==> config.mk <==
export PLATFORM = sky130hd
export DESIGN_NAME = psdf_ctrl
export DESIGN_NICKNAME = d
export VERILOG_FILES = /design/src/rtl/core/psdf_pkg.sv /design/src/rtl/core/psdf_ctrl.sv
export SDC_FILE = /design/constraint.sdc
export NUM_CORES = 1
export LEC_CHECK = 0
export BUFFER_PORTS_ARGS = -buffer_cell sky130_fd_sc_hd__clkbuf_2
export CORE_MARGIN = 2
export CORE_UTILIZATION = 25
export CTS_CLUSTER_DIAMETER = 80
export DETAILED_ROUTE_END_ITERATION = 7
export SETUP_SLACK_MARGIN = 0.3
export SYNTH_ARGS = -nofsm -noshare
export SYNTH_HDL_FRONTEND = slang
export SYNTH_SLANG_ARGS = --single-unit
==> constraint.sdc <==
create_clock -name clock -period 1.5 [get_ports clock]
set_input_delay 0 -clock clock [delete_from_list [all_inputs] [get_ports clock]]
set_output_delay 0 -clock clock [all_outputs]
set_load 0.1 [all_outputs]
==> src/rtl/core/psdf_pkg.sv <==
// Package for the per-sender duplicate filter: result codes, command codes and
// the command/status structs between controller and datapath.
// No dependencies.
`timescale 1ns / 1ps

package psdf_pkg;

   localparam logic [1:0] STATUS_ACK  = 2'd0;
   localparam logic [1:0] STATUS_DROP = 2'd1;
   localparam logic [1:0] STATUS_TICK = 2'd2;

   localparam logic CMD_PACKET = 1'b0;
   localparam logic CMD_TICK   = 1'b1;

   localparam logic [7:0] IDLE_LIMIT_RESET = 8'd30;

   typedef struct packed {
      logic capture;
      logic rd_s;
      logic rd_cnt;
      logic s_inc;
      logic load_found;
      logic load_new;
      logic calc_base;
      logic h_rd;
      logic h_inc;
      logic set_seen;
      logic update;
      logic ack_set;
      logic a_rd;
      logic load_ack;
      logic load_drop;
      logic evict;
      logic mv_write;
      logic mp_write;
      logic load_tick;
   } psdf_cmd_type;

   typedef struct packed {
      logic is_tick;
      logic s_at_end;
      logic key_match;
      logic full;
      logic h_at_end;
      logic h_match;
      logic out_free;
      logic idle_hit;
      logic i_is_last;
      logic rem_last;
   } psdf_stat_type;

endpackage

==> src/rtl/core/psdf_ctrl.sv <==
// Sequencer for the duplicate filter: search, history scan, update, ack and
// aging sweep. Depends on psdf_pkg.
`timescale 1ns / 1ps

module psdf_ctrl import psdf_pkg::*; (
   input  logic          clock,
   input  logic          reset,
   input  logic          req_valid,
   output logic          req_ready,
   output psdf_cmd_type  cmd,
   input  psdf_stat_type stat
);

   localparam logic [4:0] ST_IDLE  = 5'd0;
   localparam logic [4:0] ST_P_RD  = 5'd1;
   localparam logic [4:0] ST_P_CMP = 5'd2;
   localparam logic [4:0] ST_P_NEW = 5'd3;
   localparam logic [4:0] ST_P_NLD = 5'd4;
   localparam logic [4:0] ST_DROP  = 5'd5;
   localparam logic [4:0] ST_BASE  = 5'd6;
   localparam logic [4:0] ST_H_RD  = 5'd7;
   localparam logic [4:0] ST_H_CMP = 5'd8;
   localparam logic [4:0] ST_H_UPD = 5'd9;
   localparam logic [4:0] ST_A_SET = 5'd10;
   localparam logic [4:0] ST_A_RD  = 5'd11;
   localparam logic [4:0] ST_A_LD  = 5'd12;
   localparam logic [4:0] ST_T_RD  = 5'd13;
   localparam logic [4:0] ST_T_CK  = 5'd14;
   localparam logic [4:0] ST_T_MRD = 5'd15;
   localparam logic [4:0] ST_T_MV  = 5'd16;
   localparam logic [4:0] ST_T_MP  = 5'd17;
   localparam logic [4:0] ST_T_OUT = 5'd18;

   logic [4:0] state_ff, state_in;

   assign req_ready = (state_ff == ST_IDLE);

   always_comb begin
      state_in = state_ff;
      cmd      = '0;
      unique case (state_ff)
         ST_IDLE: begin
            if (req_valid) begin
               cmd.capture = 1'b1;
               state_in    = ST_P_RD;
            end
         end
         ST_P_RD: begin
            if (stat.is_tick) begin
               state_in = ST_T_RD;
            end else if (stat.s_at_end) begin
               state_in = ST_P_NEW;
            end else begin
               cmd.rd_s = 1'b1;
               state_in = ST_P_CMP;
            end
         end
         ST_P_CMP: begin
            if (stat.key_match) begin
               cmd.load_found = 1'b1;
               state_in       = ST_BASE;
            end else begin
               cmd.s_inc = 1'b1;
               state_in  = ST_P_RD;
            end
         end
         ST_P_NEW: begin
            if (stat.full) begin
               state_in = ST_DROP;
            end else begin
               cmd.rd_cnt = 1'b1;
               state_in   = ST_P_NLD;
            end
         end
         ST_P_NLD: begin
            cmd.load_new = 1'b1;
            state_in     = ST_BASE;
         end
         ST_DROP: begin
            if (stat.out_free) begin
               cmd.load_drop = 1'b1;
               state_in      = ST_IDLE;
            end
         end
         ST_BASE: begin
            cmd.calc_base = 1'b1;
            state_in      = ST_H_RD;
         end
         ST_H_RD: begin
            if (stat.h_at_end) begin
               state_in = ST_H_UPD;
            end else begin
               cmd.h_rd = 1'b1;
               state_in = ST_H_CMP;
            end
         end
         ST_H_CMP: begin
            if (stat.h_match) begin
               cmd.set_seen = 1'b1;
               state_in     = ST_H_UPD;
            end else begin
               cmd.h_inc = 1'b1;
               state_in  = ST_H_RD;
            end
         end
         ST_H_UPD: begin
            cmd.update = 1'b1;
            state_in   = ST_A_SET;
         end
         ST_A_SET: begin
            cmd.ack_set = 1'b1;
            state_in    = ST_A_RD;
         end
         ST_A_RD: begin
            cmd.a_rd = 1'b1;
            state_in = ST_A_LD;
         end
         ST_A_LD: begin
            if (stat.out_free) begin
               cmd.load_ack = 1'b1;
               state_in     = stat.rem_last ? ST_IDLE : ST_A_RD;
            end
         end
         ST_T_RD: begin
            if (stat.s_at_end) begin
               state_in = ST_T_OUT;
            end else begin
               cmd.rd_s = 1'b1;
               state_in = ST_T_CK;
            end
         end
         ST_T_CK: begin
            if (stat.idle_hit) begin
               cmd.evict = 1'b1;
               state_in  = stat.i_is_last ? ST_T_RD : ST_T_MRD;
            end else begin
               cmd.s_inc = 1'b1;
               state_in  = ST_T_RD;
            end
         end
         ST_T_MRD: begin
            cmd.rd_cnt = 1'b1;
            state_in   = ST_T_MV;
         end
         ST_T_MV: begin
            cmd.mv_write = 1'b1;
            state_in     = ST_T_MP;
         end
         ST_T_MP: begin
            cmd.mp_write = 1'b1;
            state_in     = ST_T_RD;
         end
         ST_T_OUT: begin
            if (stat.out_free) begin
               cmd.load_tick = 1'b1;
               state_in      = ST_IDLE;
            end
         end
         default: begin
            state_in = ST_IDLE;
         end
      endcase
   end

   always_ff @(posedge clock) begin
      if (reset) begin
         state_ff <= ST_IDLE;
      end else begin
         state_ff <= state_in;
      end
   end

endmodule

==> results.sh, run 1 <==
export IMPL_skew_ns=0.01078
export IMPL_maxSlewHeadroom_pct=75.68
export IMPL_setup_viol_count_final=20
export IMPL_hold_viol_final=0
export IMPL_drv_cap=0
export IMPL_clkSinkCount=5
export IMPL_static_leakage_power_uw=0.0009545
export IMPL_ioPinCount=33
export IMPL_rows=19
export IMPL_crit_slowest_cell="or3_4"
export IMPL_overflow=0
export IMPL_fin_crit_ns=1.802
export IMPL_grt_use_total_pct=25.83
export IMPL_synth_seq_cells=5
export IMPL_grt_first_pass_wirelength_um=6396
export IMPL_insertion_delay_ns=0.26
export IMPL_synth_area_top_cells="dfxtp_1, nor2_1, nor3_1"
export IMPL_crit_fanout=4
export IMPL_area_growth_pct=225.7
export IMPL_netlist_area_sq_um=686.9
export IMPL_start_util_pct=25.57
export IMPL_synthArstFlopShare_pct=0
export IMPL_crit_family="simple AND/OR/NAND/NOR gates"
export IMPL_power_density_nw_per_um2=1777
export IMPL_drt_total_wl_um=4807
export IMPL_violations="negative setup slack"
export IMPL_fin_crit_sh_pct=120.1
export IMPL_ys_types=37
export IMPL_cts_buffers=3
export IMPL_startpoint_type="flip-flop"
export IMPL_vdd_drop_max_mv=2.930
export IMPL_synth_most_common_cell="nor2_1"
export IMPL_grt_max_degree=8
export IMPL_die_w_um=56.42
export IMPL_dpl_cell_area_sq_um=1625
export IMPL_crit_arrival_ns=1.98
export IMPL_antennaDiodeCount=0
export IMPL_h_tree_depth=1
export IMPL_syn_avg_cell_area_sq_um=6.542
export IMPL_drc=0
export IMPL_biggestRegsByFlops="state_ff: 5 flops"
export IMPL_post_route_util_pct=83.28
export IMPL_slowest_delay_ns=0.40
export IMPL_antenna_found_initial=0
export IMPL_synthesis_nets=118
export IMPL_worst_pin_slew_ns=0.3597
export IMPL_multi_input_area_sq_um=873.3
export IMPL_numPortBuffers=32
export IMPL_avgViaCountPerCell=5.562
export IMPL_first_pass_iters=4
export IMPL_hold_path_class="input pin to flip-flop"
export IMPL_regArea_sq_um=118.9
export IMPL_crit_required_ns=1.67
export IMPL_place_hpwl_um=2278
export IMPL_num_nets_final=216
export IMPL_synth_cells=105
export IMPL_synth_common_cells="nor2_1, nor3_1, o21ai_0"
export IMPL_max_freq_mhz=554.9
export IMPL_cp_buffers_inverters=3
export IMPL_largest_register_ffs=5
export IMPL_ys_warnings_count=0
export IMPL_place_ws_ns=-0.07304
export IMPL_root_buffer="clkbuf_4"
export IMPL_rsz0062_at_grt="true"
export IMPL_cp_end_kind="flip-flop"
export IMPL_synth_main_ff_cell="dfxtp_1"
export IMPL_final_area_sq_um=2237
export IMPL_largest_register="state_ff"
export IMPL_criticalPathCategory="flip-flop to flip-flop"
export IMPL_cts_buffer_depth=2
export IMPL_drv_slew=0
export IMPL_final_antenna_net_count=0
export IMPL_grt_pass1_vias=1308
export IMPL_yosys_area_top_type="dfxtp_1"
export IMPL_num_vias=1296
export IMPL_clk_pin_slew_ns=0.06
export IMPL_wl_per_cell_um=20.63
export IMPL_core_area_sq_um=2686
export IMPL_yosysSeqAreaShare_pct=14.57
export IMPL_cts_tree="built"
export IMPL_dieArea_sq_um=3183
export IMPL_drtIter0Drc=67
export IMPL_path_cells="or3_4 -> buf_6 -> buf_6 -> nor3_4 -> or2_1 -> buf_4 -> nor3_4 -> o22ai_2"
export IMPL_status="finished, violations left"
export IMPL_die_y_um=56.42
export IMPL_drive_gt1_share_pct=78.22
export IMPL_fillers=123
export IMPL_place_congestion=0.8360
export IMPL_setup_slack_ns=-0.3021
export IMPL_synth_edf_count=0
export IMPL_synth_top_cell_area_share_pct=14.57
export IMPL_finalPower_uw=3976
## logic make-up (layout without fill, tap and decap cells)
kind of cell	count (synthesis)	in the layout	synth area share (%)
XOR/XNOR	1	1	1.275
AO/OA/AOI/OAI	23	23	24.77
buffers and inverters	12	109	8.378
flip-flops	5	5	14.57
AND/OR/NAND/NOR	64	64	51.00
## path summary, 6_finish.rpt
| kind | start | endpoint | slack (ns) | cells after the start |
|---|---|---|---|---|
| worst min register to register | state_ff[4] | state_ff[3] | 0.80 | 4 |
| worst max register to register | state_ff[0] | state_ff[1] | -0.30 | 8 |
| worst min-delay path | stat[3] | state_ff[3] | 0.08 | 3 |
| worst max-delay path | state_ff[0] | state_ff[1] | -0.30 | 8 |
## worst register-to-register path, stage by stage (launching register included)
cell,delay [ns]
dfxtp_4,0.35
or3_4,0.40
buf_6,0.14
buf_6,0.11
nor3_4,0.19
or2_1,0.17
buf_4,0.13
nor3_4,0.04
o22ai_2,0.17
## stage by stage
| step | hold slack [ns] | instances | TNS, ns |
|---|---|---|---|
| after CTS | 0.06131 | 220 | -1.095 |
| final | 0.07768 | 233 | -2.942 |
| after floorplan | 0.06270 | 105 | -3.350 |
| after global routing | 0.09743 | 233 | -3.724 |
| after detailed placement | 0.2531 | 190 | -0.2070 |
| after global placement | 0.2396 | 190 | -0.1049 |
## layout make-up
class | count | share of cell area, %
clock buffers | 4 | 1.174
inverters | 4 | 0.8389
multi-input cells | 88 | 39.04
flip-flops and latches | 5 | 5.313
well taps | 31 | 1.734
repair buffers | 101 | 51.90
## what timing repair did
action / CTS / global route
gates resized for setup: 50 / 21
pin swaps: 33 / 26
buffers inserted: 25 / 13
hold buffers: 1 / 0
hold endpoints to repair: 2 / 0
setup endpoints to repair: 25 / 25
## routing by layer
layer	wire length, um	part of all wire [%]	GRT usage, %
met1	1741	36	29.10
met2	2483	52	47.56
met3	382	7.9	5.069
met4	200	4.2	9.524
met5	0	0	0
## where the power goes
part           switching (uW)  internal [uW]
registers                69.1            192
clock network            81.4            102
logic                    1790           1740
## layout by cell type, fill, tap and decap left out, drive strengths merged, types with 2 or more instances in the layout
cell type	n
o211ai	2
o22a	2
or3	3
o21ai	9
or2	3
inv	3
nor3	11
clkbuf	16
a21oi	3
and2	2
nor2	18
nor2b	5
buf	88
dfxtp	5
nand2b	6
nand2	6
nor4	3
Note: power is estimated with default switching activity, not from simulation.
==> run 2: changes to the inputs <==
--- a/config.mk
+++ b/config.mk
@@ -6,10 +6,13 @@
 export NUM_CORES = 1
 export LEC_CHECK = 0
 export BUFFER_PORTS_ARGS = -buffer_cell sky130_fd_sc_hd__clkbuf_2
+export CELL_PAD_IN_SITES_DETAIL_PLACEMENT = 1
+export CELL_PAD_IN_SITES_GLOBAL_PLACEMENT = 1
 export CORE_MARGIN = 2
 export CORE_UTILIZATION = 25
 export CTS_CLUSTER_DIAMETER = 80
 export DETAILED_ROUTE_END_ITERATION = 7
+export PLACE_DENSITY_LB_ADDON = 0.1
 export SETUP_SLACK_MARGIN = 0.3
 export SYNTH_ARGS = -nofsm -noshare
 export SYNTH_HDL_FRONTEND = slang
==> results.sh, run 2 <==
export IMPL_synth_common_cells="nor2_1, nor3_1, o21ai_0"
export IMPL_netlist_area_sq_um=686.9
export IMPL_root_buffer="clkbuf_4"
export IMPL_syn_avg_cell_area_sq_um=6.542
export IMPL_place_ws_ns=-0.2112
export IMPL_place_congestion=0.8792
export IMPL_ys_types=37
export IMPL_synth_main_ff_cell="dfxtp_1"
export IMPL_synth_most_common_cell="nor2_1"
export IMPL_h_tree_depth=1
export IMPL_synth_area_top_cells="dfxtp_1, nor2_1, nor3_1"
export IMPL_error="[ERROR DPL-0033] detailed placement checks failed during check placement."
export IMPL_ioPinCount=33
export IMPL_place_hpwl_um=2841
export IMPL_numPortBuffers=32
export IMPL_cts_buffer_depth=2
export IMPL_synth_seq_cells=5
export IMPL_grt_worst_setup_endpoint="cmd[9]"
export IMPL_yosysSeqAreaShare_pct=14.57
export IMPL_synth_top_cell_area_share_pct=14.57
export IMPL_yosys_area_top_type="dfxtp_1"
export IMPL_die_y_um=56.42
export IMPL_antenna_found_initial=0
export IMPL_ys_warnings_count=0
export IMPL_status="did not finish"
export IMPL_die_w_um=56.42
export IMPL_synth_cells=105
export IMPL_endpoint_type="top-level output"
export IMPL_synth_edf_count=0
export IMPL_start_util_pct=25.57
export IMPL_synthesis_nets=118
export IMPL_rows=19
export IMPL_grt_max_degree=8
export IMPL_failing_step="global routing (5_1_grt)"
export IMPL_synthArstFlopShare_pct=0
export IMPL_clkSinkCount=5
export IMPL_cts_buffers=3
## run 2: cell counts after synthesis
No cell type changed its count.
## run 2: cell families after synthesis
family / share of synthesized area, %
AO/OA/AOI/OAI: 24.77
buffers and inverters: 8.378
AND/OR/NAND/NOR: 51.00
XOR/XNOR: 1.275
flip-flops: 14.57
## run 2: what timing repair did
| action | CTS |
|---|---|
| buffers inserted | 15 |
| endpoints found under the setup margin | 25 |
| hold endpoints to repair | 1 |
| gates resized for setup | 49 |
| hold buffers | 1 |
| pin swaps | 27 |
## run 2: metrics by stage
stage,cell area (sq um),std cells
after CTS,1961,213
after detailed placement,1623,193
after global placement,1623,193
after floorplan,943.4,105
==> run 3: changes to the inputs <==
==> config.mk (replaced) <==
export PLATFORM = sky130hd
export DESIGN_NAME = psdf_ctrl
export DESIGN_NICKNAME = d
export VERILOG_FILES = /design/src/rtl/core/psdf_pkg.sv /design/src/rtl/core/psdf_ctrl.sv
export SDC_FILE = /design/constraint.sdc
export NUM_CORES = 1
export LEC_CHECK = 0
export BUFFER_PORTS_ARGS = -buffer_cell sky130_fd_sc_hd__clkbuf_2
export CORE_AREA = 2 2 63 65
export DETAILED_ROUTE_END_ITERATION = 7
export DIE_AREA = 0 0 65 67
export PLACE_DENSITY_LB_ADDON = 0.15
export SYNTH_ARGS = -nofsm -noshare
export SYNTH_HDL_FRONTEND = slang
export SYNTH_SLANG_ARGS = --single-unit
==> constraint.sdc (replaced) <==
create_clock -name clock -period 1.95 [get_ports clock]
set_input_delay 0 -clock clock [delete_from_list [all_inputs] [get_ports clock]]
set_output_delay 0 -clock clock [all_outputs]
set_load 0.1 [all_outputs]
==> results.sh, run 3 (synthesized netlist as in run 1, its figures left out) <==
export IMPL_min_from="reset"
export IMPL_worst_r2r_setup_slack_ns=0.20
export IMPL_worst_pin_slew_ns=0.5381
export IMPL_drtIter0Drc=48
export IMPL_rsz0062_at_grt="false"
export IMPL_worstRegToRegCells=5
export IMPL_antennaDiodeCount=0
export IMPL_skew_ns=0.001921
export IMPL_setup_viol_count_final=0
export IMPL_rows=22
export IMPL_avgViaCountPerCell=4.795
export IMPL_final_cell_mix="clkbuf_2, buf_4, nor2_1"
export IMPL_clkSinkCount=5
export IMPL_drt_total_wl_um=2596
export IMPL_maxSlewHeadroom_pct=64.28
export IMPL_fin_crit_sh_pct=92.08
export IMPL_num_vias=911
export IMPL_area_growth_pct=82.51
export IMPL_grt_pass1_vias=859
export IMPL_dieArea_sq_um=4355
export IMPL_drc=0
export IMPL_overflow=0
export IMPL_place_congestion=0.8429
export IMPL_vdd_drop_max_mv=1.362
export IMPL_drv_slew=0
export IMPL_setup_slack_ns=0.1544
export IMPL_h_tree_depth=1
export IMPL_post_cts_buffers=0
export IMPL_max_freq_mhz=556.9
export IMPL_crit_slowest_cell="dfxtp_1"
export IMPL_status="complete, no violations"
export IMPL_hold_path_class="input pin to flip-flop"
export IMPL_grt_max_degree=16
export IMPL_cts_buffer_depth=2
export IMPL_min_path_cells=2
export IMPL_fin_crit_ns=1.796
export IMPL_place_ws_ns=0.2366
export IMPL_path_cells="nand2_1 -> a211o_1 -> nor2_2 -> buf_12"
export IMPL_final_area_sq_um=1254
export IMPL_grt_first_pass_wirelength_um=4229
export IMPL_crit_fanout=15
export IMPL_cts_buffers=3
export IMPL_startpoint_type="flip-flop"
export IMPL_drive_gt1_share_pct=48.59
export IMPL_clk_pin_slew_ns=0.04
export IMPL_ioPinCount=33
export IMPL_cp_startpoint="state_ff[2]"
export IMPL_root_buffer="clkbuf_8"
export IMPL_antenna_found_initial=0
export IMPL_crit_family="flip-flops"
export IMPL_first_pass_iters=4
export IMPL_num_nets_final=156
export IMPL_drv_cap=0
export IMPL_dpl_cell_area_sq_um=1200
export IMPL_holdBufCountCts=0
export IMPL_criticalPathCategory="flip-flop to primary output"
export IMPL_cp_end_kind="primary output"
export IMPL_final_antenna_net_count=0
export IMPL_cp_depth=4
export IMPL_die_y_um=67
export IMPL_insertion_delay_ns=0.22
export IMPL_crit_arrival_ns=1.80
export IMPL_grt_use_total_pct=12.76
export IMPL_core_area_sq_um=3606
export IMPL_start_util_pct=19.05
export IMPL_finalPower_uw=1779
export IMPL_cp_buffers_inverters=1
export IMPL_rr_startpoint="state_ff[1]"
export IMPL_slowest_delay_ns=0.59
export IMPL_fillers=393
export IMPL_hold_viol_final=0
export IMPL_power_density_nw_per_um2=1419
export IMPL_wl_per_cell_um=13.66
export IMPL_biggestRegsByFlops="state_ff: 5 flops"
export IMPL_crit_required_ns=1.95
export IMPL_largest_register="state_ff"
export IMPL_finalSetupTns_ns=0
export IMPL_cts_tree="built"
export IMPL_static_leakage_power_uw=0.0005238
export IMPL_die_w_um=65
export IMPL_place_hpwl_um=2082
export IMPL_largest_register_ffs=5
export IMPL_cts_resized=0
export IMPL_numPortBuffers=32
## run 3: worst reg2reg max path, delay by kind of cell (launching register included)
family           cells  cell delay, ns
AO/OA/AOI/OAI        2            0.22
flip-flops           1            0.43
AND/OR/NAND/NOR      3            0.98
## run 3: worst paths after layout
path,end
max reg2reg,state_ff[3]
min,state_ff[4]
min reg2reg,state_ff[0]
max,cmd[17]
## run 3: final cells by class
class / instances / area [sq um] / share of cell area (%)
Tap cell: 48 / 60.06 / 4.790
Timing Repair Buffer: 41 / 399.1 / 31.84
Inverter: 4 / 15.01 / 1.198
Clock buffer: 4 / 45.04 / 3.593
Sequential cell: 5 / 102.6 / 8.184
Multi-Input combinational cell: 88 / 631.9 / 50.40
## run 3: metrics by stage
stage / hold slack (ns) / utilization [%] / std cells
global route: 0.04761 / 34.77 / 190
CTS: 0.04848 / 34.52 / 190
detailed placement: 0.2784 / 33.28 / 186
finish: 0.04600 / 34.77 / 190
floorplan: 0.07238 / - / 105
global placement: 0.2753 / 33.28 / 186
## run 3: power by group
part           internal [uW]  switching (uW)  leakage [uW]
registers                137            92.3     0.0000416
clock network            140            51.0     0.0000228
logic                    494             864      0.000459
## run 3: metal layers
layer	vias up	wire length [um]	GRT usage, %
li1	449	-	-
met1	423	1202	16.99
met2	37	1243	21.01
met3	2	138	1.520
met4	0	12	4.787
met5	-	0	0
==> run 4: changes to the inputs <==
--- a/config.mk
+++ b/config.mk
@@ -6,6 +6,8 @@
 export NUM_CORES = 1
 export LEC_CHECK = 0
 export BUFFER_PORTS_ARGS = -buffer_cell sky130_fd_sc_hd__clkbuf_2
+export CELL_PAD_IN_SITES_DETAIL_PLACEMENT = 0
+export CELL_PAD_IN_SITES_GLOBAL_PLACEMENT = 1
 export CORE_AREA = 2 2 63 65
 export DETAILED_ROUTE_END_ITERATION = 7
 export DIE_AREA = 0 0 65 67
==> results.sh, run 4 (synthesized netlist as in run 1, its figures left out) <==
export IMPL_status="complete, no violations"
export IMPL_cts_buffer_depth=2
export IMPL_largest_register="state_ff"
export IMPL_grt_use_total_pct=12.39
export IMPL_antenna_found_initial=0
export IMPL_grt_max_degree=16
export IMPL_h_tree_depth=1
export IMPL_dp_cells=188
export IMPL_drc=0
export IMPL_crit_slowest_cell="or3_1"
export IMPL_drv_cap=0
export IMPL_crit_required_ns=1.95
export IMPL_wl_per_cell_um=13.23
export IMPL_start_util_pct=19.05
export IMPL_max_freq_mhz=529.8
export IMPL_largest_register_ffs=5
export IMPL_rows=22
export IMPL_holdBufCountCts=0
export IMPL_rr_startpoint="state_ff[1]"
export IMPL_avgViaCountPerCell=4.677
export IMPL_internal_power_uw=765.6
export IMPL_worst_r2r_setup_slack_ns=0.26
export IMPL_antennaDiodeCount=0
export IMPL_skew_ns=0.003255
export IMPL_p_clk_share_pct=10.6
export IMPL_worst_pin_slew_ns=0.5396
export IMPL_root_buffer="clkbuf_8"
export IMPL_post_route_util_pct=35.29
export IMPL_path_cells="or3_1 -> buf_4 -> nor2_4 -> and2_2 -> buf_12"
export IMPL_drtIter0Drc=30
export IMPL_slowest_delay_ns=0.58
export IMPL_clkSinkCount=5
export IMPL_post_cts_buffers=0
export IMPL_power_density_nw_per_um2=1387
export IMPL_hold_viol_final=0
export IMPL_die_w_um=65
export IMPL_vdd_drop_max_mv=1.516
export IMPL_clk_pin_slew_ns=0.03
export IMPL_cp_startpoint="state_ff[1]"
export IMPL_insertion_delay_ns=0.22
export IMPL_overflow=0
export IMPL_biggestRegsByFlops="state_ff: 5 flops"
export IMPL_p_sw_share_pct=56.62
export IMPL_place_hpwl_um=2094
export IMPL_rsz0062_at_grt="false"
export IMPL_maxSlewHeadroom_pct=64.18
export IMPL_criticalPathCategory="flip-flop to primary output"
export IMPL_die_y_um=67
export IMPL_cts_resized=0
export IMPL_final_cell_mix="buf_4, clkbuf_2, nor2_1"
export IMPL_hold_path_class="input pin to flip-flop"
export IMPL_cts_tree="built"
export IMPL_mostFrequentLayoutCell="buf_4"
export IMPL_final_antenna_net_count=0
export IMPL_grt_first_pass_wirelength_um=4278
export IMPL_endpoint="cmd[18]"
export IMPL_crit_fanout=11
export IMPL_first_pass_iters=4
export IMPL_ioPinCount=33
export IMPL_crit_arrival_ns=1.89
export IMPL_min_from="reset"
export IMPL_dpl_cell_area_sq_um=1227
export IMPL_fin_crit_ns=1.887
export IMPL_worstRegToRegCells=5
export IMPL_dieArea_sq_um=4355
export IMPL_grt_pass1_vias=910
export IMPL_finalPower_uw=1765
export IMPL_place_congestion=0.7544
export IMPL_p_comb_share_pct=76.6
export IMPL_setup_viol_count_final=0
export IMPL_final_area_sq_um=1272
export IMPL_cp_end_kind="primary output"
export IMPL_core_area_sq_um=3606
export IMPL_final_cells=192
export IMPL_switching_power_uw=999.2
export IMPL_drive_gt1_share_pct=48.61
export IMPL_drt_total_wl_um=2540
export IMPL_startpoint_type="flip-flop"
export IMPL_drv_slew=0
export IMPL_num_vias=898
export IMPL_cts_buffers=3
export IMPL_hold_slack_ns=0.03175
export IMPL_numPortBuffers=32
export IMPL_num_nets_final=158
export IMPL_pwr_share_seq_pct=12.7
export IMPL_area_growth_pct=85.25
export IMPL_static_leakage_power_uw=0.0005360
export IMPL_fin_crit_sh_pct=96.79
export IMPL_r2r_end="state_ff[3]"
[run 4: cell count changes in the layout (fill, tap and decap cells not counted), sizes merged]
cell / change
buf: +2
[run 4: how the worst min path moves through the flow]
stage / endpoint / slack [ns] / depth (start not counted)
finish: state_ff[4] / 0.03 / 2
global route: state_ff[2] / 0.05 / 2
CTS: state_ff[2] / 0.03 / 2
detailed placement: state_ff[2] / 0.26 / 2
global placement: state_ff[2] / 0.26 / 2
floorplan: state_ff[2] / 0.07 / 1
[run 4: power by group through the flow]
| stage | clock network (uW) | logic (uW) | registers [uW] |
|---|---|---|---|
| final | 188 | 1350 | 225 |
| after global routing | 201 | 1430 | 234 |
| after CTS | 194 | 1360 | 221 |
| after detailed placement | 0 | 1360 | 222 |
| after global placement | 0 | 1370 | 220 |
| after floorplan | 0 | 1010 | 165 |
[run 4: layout make-up]
class / instances / area [sq um]
Multi-Input combinational cell: 88 / 626.9
Fill cell: 410 / 2333
Inverter: 4 / 15.01
Timing Repair Buffer: 43 / 422.9
Sequential cell: 5 / 102.6
Clock buffer: 4 / 45.04
Tap cell: 48 / 60.06
[run 4: critical path: cells and delay by family (launching register included)]
family        cells  cell delay, ns
buf+inv           2            0.41
flops             1            0.36
simple gates      3            0.90
[run 4: per-layer routing]
layer	vias up	part of all wire [%]	track usage (%)
met1	418	48	17.04
met2	23	48	20.49
met5	-	0	0
met4	0	0	2.926
li1	457	-	-
met3	0	4.4	1.520
[run 4: through the flow]
step                      setup slack, ns  setup TNS, ns
after floorplan                   -0.5711         -1.103
after global placement             0.2187              0
after detailed placement           0.2587              0
after CTS                         0.04967              0
after global routing             0.006275              0
final                             0.06253              0
